<file path="src/rtl/hkit_pkg.sv">
// Package for the hashed key id table: request/result structs, codes,
// controller state type and the datapath command/status structs. No dependencies.
package hkit_pkg;

  localparam logic [31:0] FnvBasis = 32'd2166136261;
  localparam logic [31:0] FnvPrime = 32'd16777619;
  localparam logic [7:0]  PathSep  = 8'h2f;

  typedef enum logic [1:0] {
    ACT_LOOKUP = 2'd0,
    ACT_WRITE  = 2'd1,
    ACT_ERASE  = 2'd2,
    ACT_OTHER  = 2'd3
  } action_e;

  typedef enum logic [2:0] {
    ST_OK        = 3'd0,
    ST_BAD_NAME  = 3'd1,
    ST_NOT_FOUND = 3'd2,
    ST_MISMATCH  = 3'd3,
    ST_COLLISION = 3'd4,
    ST_FULL      = 3'd5,
    ST_STORE_ERR = 3'd6
  } status_e;

  typedef struct packed {
    logic [1:0]  action;
    logic [63:0] space_lo;
    logic [63:0] space_hi;
    logic [63:0] key_lo;
    logic [63:0] key_hi;
    logic [2:0]  value_type;
    logic [15:0] value_size;
    logic        data_write_ok;
    logic        table_write_ok;
  } req_t;

  typedef struct packed {
    logic [2:0]  status;
    logic [15:0] entry_id;
    logic [2:0]  stored_type;
    logic [15:0] stored_size;
    logic [6:0]  entry_count;
  } rsp_t;

  typedef enum logic [3:0] {
    S_IDLE,
    S_CHECK,
    S_HASH,
    S_SCAN_RD,
    S_SCAN_CMP,
    S_DECIDE,
    S_MOVE_RD,
    S_MOVE_WR,
    S_DONE
  } state_e;

  // controller -> datapath
  typedef struct packed {
    logic load;       // capture request
    logic hash_init;  // start hashing
    logic hash_step;  // one byte
    logic scan_init;
    logic scan_rd;    // read entry at scan index
    logic scan_next;
    logic decide;     // compute outcome and apply
    logic move_rd;    // read last entry
    logic move_wr;    // write it into found slot
    logic finish;     // emit result
  } cmd_t;

  // datapath -> controller
  typedef struct packed {
    logic names_ok;
    logic hash_done;
    logic scan_hit;   // found or collision at this entry
    logic scan_end;   // index reached count
    logic need_move;
  } sts_t;

  function automatic logic [7:0] byte_at(input logic [63:0] lo, input logic [63:0] hi,
                                         input logic [3:0] i);
    logic [127:0] w;
    w = {hi, lo};
    return w[{i, 3'b000} +: 8];
  endfunction

endpackage

</file>
<file path="src/rtl/hkit_ctrl.sv">
// Controller state machine of the hashed key id table.
// Depends on hkit_pkg.
module hkit_ctrl (
  input  logic            clk_i,
  input  logic            rst_ni,
  input  logic            start_i,
  input  hkit_pkg::sts_t  sts_i,
  output hkit_pkg::cmd_t  cmd_o,
  output logic            busy_o
);

  hkit_pkg::state_e state_q, state_d;

  always_ff @(posedge clk_i or negedge rst_ni) begin
    if (!rst_ni) state_q <= hkit_pkg::S_IDLE;
    else         state_q <= state_d;
  end

  always_comb begin
    state_d = state_q;
    unique case (state_q)
      hkit_pkg::S_IDLE:     if (start_i) state_d = hkit_pkg::S_CHECK;
      hkit_pkg::S_CHECK:    state_d = sts_i.names_ok ? hkit_pkg::S_HASH : hkit_pkg::S_DONE;
      hkit_pkg::S_HASH:     if (sts_i.hash_done) state_d = hkit_pkg::S_SCAN_RD;
      hkit_pkg::S_SCAN_RD:  state_d = sts_i.scan_end ? hkit_pkg::S_DECIDE
                                                     : hkit_pkg::S_SCAN_CMP;
      hkit_pkg::S_SCAN_CMP: state_d = sts_i.scan_hit ? hkit_pkg::S_DECIDE
                                                     : hkit_pkg::S_SCAN_RD;
      hkit_pkg::S_DECIDE:   state_d = sts_i.need_move ? hkit_pkg::S_MOVE_RD
                                                      : hkit_pkg::S_DONE;
      hkit_pkg::S_MOVE_RD:  state_d = hkit_pkg::S_MOVE_WR;
      hkit_pkg::S_MOVE_WR:  state_d = hkit_pkg::S_DONE;
      hkit_pkg::S_DONE:     state_d = hkit_pkg::S_IDLE;
      default:              state_d = hkit_pkg::S_IDLE;
    endcase
  end

  always_comb begin
    cmd_o  = '0;
    busy_o = (state_q != hkit_pkg::S_IDLE);
    unique case (state_q)
      hkit_pkg::S_IDLE:     cmd_o.load = start_i;
      hkit_pkg::S_CHECK:    begin
        cmd_o.hash_init = 1'b1;
        cmd_o.scan_init = 1'b1;
      end
      hkit_pkg::S_HASH:     cmd_o.hash_step = 1'b1;
      hkit_pkg::S_SCAN_RD:  cmd_o.scan_rd = 1'b1;
      hkit_pkg::S_SCAN_CMP: cmd_o.scan_next = 1'b1;
      hkit_pkg::S_DECIDE:   cmd_o.decide = 1'b1;
      hkit_pkg::S_MOVE_RD:  cmd_o.move_rd = 1'b1;
      hkit_pkg::S_MOVE_WR:  cmd_o.move_wr = 1'b1;
      hkit_pkg::S_DONE:     cmd_o.finish = 1'b1;
      default:              cmd_o = '0;
    endcase
  end

`ifndef NO_ASSERTIONS
  a_busy_after_start: assert property (@(posedge clk_i) disable iff (!rst_ni)
    (start_i && !busy_o) |=> busy_o) else $error("not busy after start");
  a_done_one: assert property (@(posedge clk_i) disable iff (!rst_ni)
    cmd_o.finish |=> !cmd_o.finish) else $error("finish repeated");
  a_move_pair: assert property (@(posedge clk_i) disable iff (!rst_ni)
    cmd_o.move_rd |=> cmd_o.move_wr) else $error("move not completed");
`endif

endmodule

</file>
<file path="config.mk">
export PLATFORM = sky130hd
export DESIGN_NAME = hkit_ctrl
export DESIGN_NICKNAME = d
export VERILOG_FILES = /design/src/rtl/hkit_pkg.sv /design/src/rtl/hkit_ctrl.sv
export SDC_FILE = /design/constraint.sdc
export NUM_CORES = 1
export LEC_CHECK = 0
export CAP_MARGIN = 5
export CORE_AREA = 2 2 39 41
export DETAILED_ROUTE_END_ITERATION = 12
export DIE_AREA = 0 0 41 43
export DONT_BUFFER_PORTS = 1
export HOLD_SLACK_MARGIN = 0.1
export PLACE_DENSITY = 0.45
export SLEW_MARGIN = 15
export SYNTH_ARGS = -nofsm -noshare
export SYNTH_HDL_FRONTEND = slang
export SYNTH_SLANG_ARGS = --single-unit
export TNS_END_PERCENT = 20
</file>
<file path="constraint.sdc">
create_clock -name clk_i -period 1.8 [get_ports clk_i]
set_input_delay 0.36 -clock clk_i [delete_from_list [all_inputs] [get_ports clk_i]]
set_output_delay 0.36 -clock clk_i [all_outputs]
set_load 0.02 [all_outputs]
</file>
==> summary.md, run 1 <==
| Metric | Value |
|---|---|
| HP Class | `input pin to flip-flop` |
| Synthesized flop and latch total | `4` |
| Adder-Cell Fraction of Synth Area | `0%` |
| Worst-path maximum fanout | `8` |
| CTS sink cnt | `4` |
| Mux contribution to synthesized area | `2.484%` |
| Final setup fails | `0` |
| Commonest non-fill, non-tap cell in the layout | `buf_4` |
| Seq/Total Area, Yosys | `24.84%` |
| Leak Pwr | `0.0002142 µW` |
| Die Ht | `43 µm` |
| Minimum clock period | `1.663 ns` |
| Drt pass-1 iters | `3` |
| Max-capacitance violation count | `0` |
| Syn-to-layout area delta | `14.91%` |
| Status | `complete, no violations` |
| Mapped cell area | `402.9 µm²` |
| RD Place Congestion | `0.6568` |
| CP Launch Type | `flip-flop` |
| Final slew viol count | `0` |
| I/O pin total | `19` |
| Top reg by flops | `state_q` |
| Worst slew pin tran | `0.3703 ns` |
| Final Hold Fails | `0` |
| Most frequent cells in the layout | `buf_4 (8), nor2_1 (6), nand2b_1 (5)` |
| Simple-gate area share of the yosys netlist | `44.72%` |
| Clk root buf | `clkbuf_4` |
| Clock latency on the worst-skew pair | `0.24 ns` |
| Ant. Diodes | `0` |
| Port Buffers | `0` |
| Worst clock skew | `0.003372 ns` |
| Number of flip-flops in the largest register | `4` |
| Largest family of logic cells by synthesized area | `simple AND/OR/NAND/NOR gates` |
| P per Cell Area | `1732 nW/µm²` |
| Post-Synth XOR/XNOR Area | `2.174%` |
| Synth Area in Compound Gates | `11.49%` |
| Critical Path Sink Type | `output port` |
| Largest net degree at the start of global routing | `15` |
| ANT nets after route | `0` |
| Initial Utilization | `29.11%` |
| Avg Inst Size Synth | `8.758 µm²` |
| Syn_nets | `54` |
| Max clock buf depth | `2` |
| Ys Warns | `0` |
| H-tree depth | `1` |
| # nets final | `62` |
| Vias in the first global route | `324` |
| Gate Count Post-Synth | `46` |
| Post-route cell area | `462.9 µm²` |
| First-pass GRT wire length | `1373 µm` |
| Slew HR | `75.22%` |
| WL final | `826 µm` |
| Vias per inst | `4.838` |
| GR Overflow Total | `0` |
| Fin util | `33.45%` |
| Die X | `41 µm` |
| VDD IR max | `0.0005897 V` |
| Initial antenna violation count | `0` |
| Pre-CTS setup slack | `0.2808 ns` |
| Regs by FF count | `state_q (4)` |
| Crit path arrival time | `1.30 ns` |
| Post-DP Area | `429.2 µm²` |
| Setup_tns | `0 ns` |
| DRC violations left | `0` |
| Critical path class | `flip-flop to output port` |
| Hpwl dp | `617.4 µm` |
| Die ar. | `1763 µm²` |
| RSZ-0062 raised after global routing | `false` |
| Core area | `1384 µm²` |
| Vias | `329` |
| Gr usage total | `11.68%` |
| CTS clk-pin slew, worst paths | `0.04 ns` |
| Wirelength per Cell | `12.15 µm` |
| WHS | `0.3110 ns` |
| Critical Path RT | `1.44 ns` |
| DR iter-0 viols | `5` |
| Postcts setup bufs | `0` |
| F_max | `0.6013 GHz` |
| Fill cells | `154` |
| Cts bufs inserted | `3` |
| Layout cells sized above 1 | `34.62%` |
| Row Count | `14` |
| PnR worst setup slack | `0.1369 ns` |
| Tcrit/Tclk final | `92.39%` |
| CTS tree | `done` |
| Post-synth cell types | `24` |
[kinds of logic (layout without fill, tap and decap cells)]
group	count (synthesis)	count (layout)
xor gates and xnor gates	1	1
DFF	4	4
AOI/OAI and AO/OA	6	6
muxes	1	1
buffers and inverters	7	13
and+or+nand+nor	27	27
[cell type report]
class | instances | area [µm²] | area share (%)
Multi-Input combinational cell | 35 | 245.2 | 52.97
Timing Repair Buffer | 9 | 70.07 | 15.14
Clock buffer | 3 | 22.52 | 4.865
Tap cell | 16 | 20.02 | 4.324
Inverter | 1 | 3.754 | 0.8108
Sequential cell | 4 | 101.3 | 21.89
[power by group]
group	internal, µW	switching [µW]
sequential	128	103
combinational	206	255
clock	74.5	36.3
[stage by stage]
step | total power (µW) | cells
after CTS | 816.2 | 68
after global routing | 877.1 | 68
after detailed placement | 692.8 | 64
final | 801.9 | 68
after global placement | 687.5 | 64
after floorplan | 631.7 | 46
[cell usage after synthesis]
master,n,share of area (%)
nor2_1,6,5.6
dfrtp_1,4,25
nor2b_1,1,1.6
nor4b_2,1,3.7
buf_2,1,1.2
nand4b_4,1,5.9
buf_6,3,8.4
inv_2,1,0.93
and3_1,1,1.6
nor3_2,1,2.5
nor3b_2,1,3.1
mux2i_1,1,2.5
xor2_1,1,2.2
o21bai_1,1,1.9
nand3b_1,2,3.7
buf_4,2,3.7
a31oi_1,1,1.6
o21ba_1,1,2.5
a31oi_2,1,3.1
nand4_1,1,1.6
nor3_1,4,5.0
nand2b_1,5,7.8
a21oi_1,2,2.5
nand2_1,3,2.8
[per-layer routing]
metal,vias up,GRT usage (%),wire length [µm]
met1,150,14.29,354
met5,-,0,0
met2,11,16.25,394
li1,168,-,-
met3,0,7.330,77
met4,0,4.000,0
[worst max-delay path, cell delays in order, from the launching register on]
cell	delay [ns]
dfrtp_1	0.47
buf_4	0.20
nor2_1	0.12
and3_1	0.29
[worst paths after layout]
kind	from	endpoint	slack, ns	cells past startpoint
max	state_q[2]	cmd_o[9]	0.14	3
min	sts_i[1]	state_q[0]	0.31	2
max reg2reg	state_q[1]	state_q[3]	0.63	4
min reg2reg	state_q[3]	state_q[0]	0.63	1
max in group asynchronous	rst_ni	state_q[0]	1.22	1
min in group asynchronous	rst_ni	state_q[1]	0.39	1
[repair_timing]
item | in CTS | in global routing
endpoints found under the hold margin | 4 | 0
setup endpoints to repair | 0 | 4
hold buffers | 1 | 0
gates resized for setup | 0 | 1
Power figures use the tool's default switching activity.
==> run 2: changes to the inputs <==
PLACE_DENSITY = not set   (was 0.45)
PLACE_DENSITY_LB_ADDON = 0.3   (was not set)
==> run 2 against run 1 <==
- cell area decreased by 1.6%
- routed wire length fell by 9.9%
- worst hold slack got worse by 0.0092 ns
- clock skew shrank 0.0032 ns
- clock power hardly changed
- combinational power decreased by 3%
- fmax hardly changed
- sequential share of layout area up 0.36 points
- first-iteration DRC count is 80% lower
- via count is 3.0% lower
- total power is 2.1% lower
==> summary.md, run 2 (synthesis results as in run 1) <==
| Metric | Value |
|---|---|
| Commonest non-fill, non-tap cell in the layout | `buf_4` |
| CTS sink cnt | `4` |
| Drt pass-1 iters | `2` |
| Die ar. | `1763 µm²` |
| Row Count | `14` |
| Die X | `41 µm` |
| CTS clk-pin slew, worst paths | `0.03 ns` |
| Clk root buf | `clkbuf_4` |
| ANT nets after route | `0` |
| Most frequent cells in the layout | `buf_4 (7), nor2_1 (6), nand2b_1 (5)` |
| Hpwl dp | `587.6 µm` |
| Port Buffers | `0` |
| DR iter-0 viols | `1` |
| Top reg by flops | `state_q` |
| H-tree depth | `1` |
| Wirelength per Cell | `11.10 µm` |
| Setup_tns | `0 ns` |
| Worst slew pin tran | `0.3830 ns` |
| Syn-to-layout area delta | `13.04%` |
| Minimum clock period | `1.665 ns` |
| Tcrit/Tclk final | `92.48%` |
| F_max | `0.6008 GHz` |
| Critical Path RT | `1.44 ns` |
| Critical path class | `flip-flop to output port` |
| VDD IR max | `0.0003533 V` |
| First-pass GRT wire length | `1235 µm` |
| RSZ-0062 raised after global routing | `false` |
| Final slew viol count | `0` |
| Vias in the first global route | `324` |
| Leak Pwr | `0.0002089 µW` |
| WHS | `0.3019 ns` |
| Cts bufs inserted | `3` |
| DRC violations left | `0` |
| Max-capacitance violation count | `0` |
| Crit path arrival time | `1.30 ns` |
| P per Cell Area | `1724 nW/µm²` |
| GR Overflow Total | `0` |
| Initial Utilization | `29.11%` |
| WL final | `744 µm` |
| Layout cells sized above 1 | `33.33%` |
| Status | `complete, no violations` |
| HP Class | `input pin to flip-flop` |
| Worst-path maximum fanout | `10` |
| Clock latency on the worst-skew pair | `0.23 ns` |
| Gr usage total | `10.37%` |
| Final Hold Fails | `0` |
| Fill cells | `155` |
| Number of flip-flops in the largest register | `4` |
| Final setup fails | `0` |
| RD Place Congestion | `0.6590` |
| Max clock buf depth | `2` |
| Ant. Diodes | `0` |
| Vias | `319` |
| # nets final | `61` |
| Core area | `1384 µm²` |
| Initial antenna violation count | `0` |
| Largest net degree at the start of global routing | `15` |
| CP Launch Type | `flip-flop` |
| I/O pin total | `19` |
| Worst clock skew | `0.0001748 ns` |
| Regs by FF count | `state_q (4)` |
| CTS tree | `done` |
| Slew HR | `74.37%` |
| Vias per inst | `4.761` |
| Die Ht | `43 µm` |
| Critical Path Sink Type | `output port` |
| Postcts setup bufs | `0` |
[run 2: where the power goes]
| group | internal, µW | switching, µW | leakage (µW) |
|---|---|---|---|
| Combinational | 199 | 249 | 0.000144 |
| Clock | 74.4 | 33.8 | 0.0000138 |
| Sequential | 128 | 101 | 0.0000508 |
| Total | 401 | 384 | 0.000209 |
[run 2: path summary, 6_finish.rpt]
path	from	endpoint	slack, ns	cells after the start
setup / recovery	state_q[3]	cmd_o[3]	0.14	2
hold / removal	sts_i[1]	state_q[0]	0.30	2
setup reg to reg	state_q[2]	state_q[2]	0.61	4
hold reg to reg	state_q[3]	state_q[0]	0.61	1
max in group asynchronous	rst_ni	state_q[0]	1.24	1
min in group asynchronous	rst_ni	state_q[2]	0.39	1
[run 2: cell type report]
| class | count | area [µm²] | share of cell area (%) |
|---|---|---|---|
| multi-input combinational | 35 | 245.2 | 53.85 |
| tap | 16 | 20.02 | 4.396 |
| timing repair buffer | 8 | 62.56 | 13.74 |
| inverter | 1 | 3.754 | 0.8242 |
| clock buffer | 3 | 22.52 | 4.945 |
| sequential | 4 | 101.3 | 22.25 |
[run 2: layer usage]
layer | share of wire [%] | vias up | global-route usage [%]
met4 | 1.9 | 0 | 8.000
met5 | 0 | - | 0
met3 | 8.1 | 2 | 3.141
li1 | - | 170 | -
met1 | 41 | 139 | 11.36
met2 | 49 | 8 | 15.63
[run 2: timing repair]
item	4_1_cts	5_1_grt
endpoints found under the setup margin	0	3
endpoints found under the hold margin	4	0
hold buffers	1	0
resized for setup	0	1
[run 2: worst max-delay path, cell delays in order (launching register included)]
cell	delay, ns
dfrtp_1	0.48
nand2b_1	0.24
nor2_1	0.35
[run 2: through the flow]
stage / setup slack, ns / cell area (µm²) / utilization, % / instances / total power (µW)
global placement: 0.3254 / 421.7 / 30.47 / 63 / 677.2
global route: 0.04294 / 455.4 / 32.91 / 67 / 858.9
detailed placement: 0.3209 / 421.7 / 30.47 / 63 / 674.2
floorplan: 0.03018 / 402.9 / - / 46 / 631.7
finish: 0.1354 / 455.4 / 32.91 / 67 / 785.0
CTS: 0.06712 / 454.2 / 32.82 / 67 / 792.7
==> run 3: changes to the inputs <==
clock period = 1.55 ns   (was 1.8 ns; I/O delays follow)
==> run 3 against run 2 <==
- combinational power rose by 51%
- global-route usage rose by 0.69 points
- clock power rose by 19%
- clock-buffer cell count did not move
- non-clock buffer count rose by 8
- cell area rose by 17%
- flip-flop and latch count did not move
- clock skew rose by 0.0033 ns
- worst setup slack got worse by 0.084 ns
- sequential share of layout area fell by 2.7 points
- total power rose by 32%
==> summary.md, run 3 (synthesis results as in run 1) <==
| Metric | Value |
|---|---|
| Syn-to-layout area delta | `31.99%` |
| Vias | `369` |
| Leak Pwr | `0.0002553 µW` |
| Most frequent cells in the layout | `buf_4 (14), nor2_1 (6), nand2b_1 (5)` |
| Tcrit/Tclk final | `96.67%` |
| Final setup fails | `0` |
| Gr usage total | `11.07%` |
| Crit Reg-Reg Endpoint | `state_q[3]` |
| Vias in the first global route | `298` |
| Critical path class | `flip-flop to output port` |
| Status | `complete, no violations` |
| WHS | `0.2459 ns` |
| Buffers & Inverters on Critical Path | `2` |
| Die Ht | `43 µm` |
| DRC violations left | `0` |
| Final Hold Fails | `0` |
| Critical path depth | `3` |
| HP Class | `input pin to flip-flop` |
| F_max | `0.6674 GHz` |
| Worst clock skew | `0.003435 ns` |
| Initial Utilization | `29.11%` |
| RD Place Congestion | `0.6880` |
| ANT nets after route | `0` |
| Regs by FF count | `state_q (4)` |
| Crit path arrival time | `1.19 ns` |
| RSZ-0062 raised after global routing | `true` |
| Number of flip-flops in the largest register | `4` |
| Final Power | `1040 µW` |
| GR Overflow Total | `0` |
| Delay-heaviest family, CP | `flip-flops` |
| CP max stage cell | `dfrtp_2` |
| Ant. Diodes | `0` |
| Critical Path RT | `1.24 ns` |
| CTS sink cnt | `4` |
| Slew HR | `86.03%` |
| Port Buffers | `0` |
| Max-capacitance violation count | `0` |
| Final slew viol count | `0` |
| Max clock buf depth | `2` |
| Worst-path maximum fanout | `7` |
| Fill cells | `147` |
| Row Count | `14` |
| Clk root buf | `clkbuf_4` |
| First-pass GRT wire length | `1235 µm` |
| Pre-CTS setup slack | `0.1396 ns` |
| Initial antenna violation count | `0` |
| WL final | `866 µm` |
| Reg-to-reg startpoint | `state_q[1]` |
| VDD IR max | `0.0007593 V` |
| Drt pass-1 iters | `4` |
| CP Launch Type | `flip-flop` |
| # nets final | `69` |
| Worst slew pin tran | `0.2104 ns` |
| Largest net degree at the start of global routing | `15` |
| Layout cells sized above 1 | `49.15%` |
| Cts bufs inserted | `3` |
| PnR worst setup slack | `0.05160 ns` |
| Core area | `1384 µm²` |
| Minimum clock period | `1.498 ns` |
| Die ar. | `1763 µm²` |
| Commonest non-fill, non-tap cell in the layout | `buf_4` |
| Critical Path Source | `state_q[2]` |
| Die X | `41 µm` |
| CTS clk-pin slew, worst paths | `0.04 ns` |
| Non-filler cells, final | `75` |
| Cells along the critical path | `buf_4 > nor3_2 > buf_6` |
| DR iter-0 viols | `10` |
| Hpwl dp | `640.3 µm` |
| Flop2flop setup slack | `0.42 ns` |
| Dpl cells | `68` |
| I/O pin total | `19` |
| Vias per inst | `4.920` |
| CTS tree | `done` |
| Top reg by flops | `state_q` |
| P per Cell Area | `1956 nW/µm²` |
| Clock latency on the worst-skew pair | `0.24 ns` |
| CP max stage delay | `0.45 ns` |
| Worst Reg-to-Reg Cells | `4` |
| Critical Path Sink Type | `output port` |
| End of the critical path | `cmd_o[8]` |
| H-tree depth | `1` |
| Wirelength per Cell | `11.55 µm` |
==> run 3: cell count changes in the layout (fill, tap and decap cells not counted), sizes merged <==
cell  change
buf       +8
==> run 3: timing repair <==
item	4_1_cts	5_1_grt
endpoints found under the hold margin	4	0
gates cloned	0	0
setup buffers	0	3
hold buffers	1	0
setup endpoints to repair	9	7
gates resized for setup	1	4
==> run 3: layout make-up <==
type                       instances  area, µm²  share of cell area (%)
timing repair buffer              16      126.4                   23.76
multi-input combinational         35      255.2                   48.00
clock buffer                       3      22.52                   4.235
inverter                           1      3.754                  0.7059
sequential                         4      103.9                   19.53
tap                               16      20.02                   3.765
==> run 3: worst register-to-register path, cell delays in order (launching register included) <==
cell and delay, ns:
dfrtp_2 0.44, buf_4 0.18, nand2b_1 0.15, a21oi_1 0.18, nor3b_2 0.06
==> run 3: worst min path at each step <==
stage,start,end,cells past startpoint
after floorplan,rst_ni,state_q[0],0
after global placement,rst_ni,state_q[3],0
after detailed placement,rst_ni,state_q[3],0
after CTS,sts_i[1],state_q[0],2
after global routing,sts_i[1],state_q[0],2
final,sts_i[1],state_q[0],2
==> run 3: where the power goes <==
part / internal (µW) / switching (µW)
combinational: 317 / 360
clock: 86.5 / 41.7
sequential: 153 / 82.6
==> run 3: through the flow <==
stage          cell area, µm²  util [%]  setup TNS, ns
2_1_floorplan           407.9         -              0
3_3_place_gp            464.2     33.54              0
3_5_place_dp            464.2     33.54              0
4_1_cts                 498.0     35.99              0
5_1_grt                 531.8     38.43       -0.01425
6_report                531.8     38.43              0
==> run 3: metal layers <==
metal	vias up	track usage, %	part of all wire [%]
li1	184	-	-
met1	165	15.53	45
met2	20	12.81	44
met3	0	4.712	11
met4	0	8.000	0
met5	-	0	0
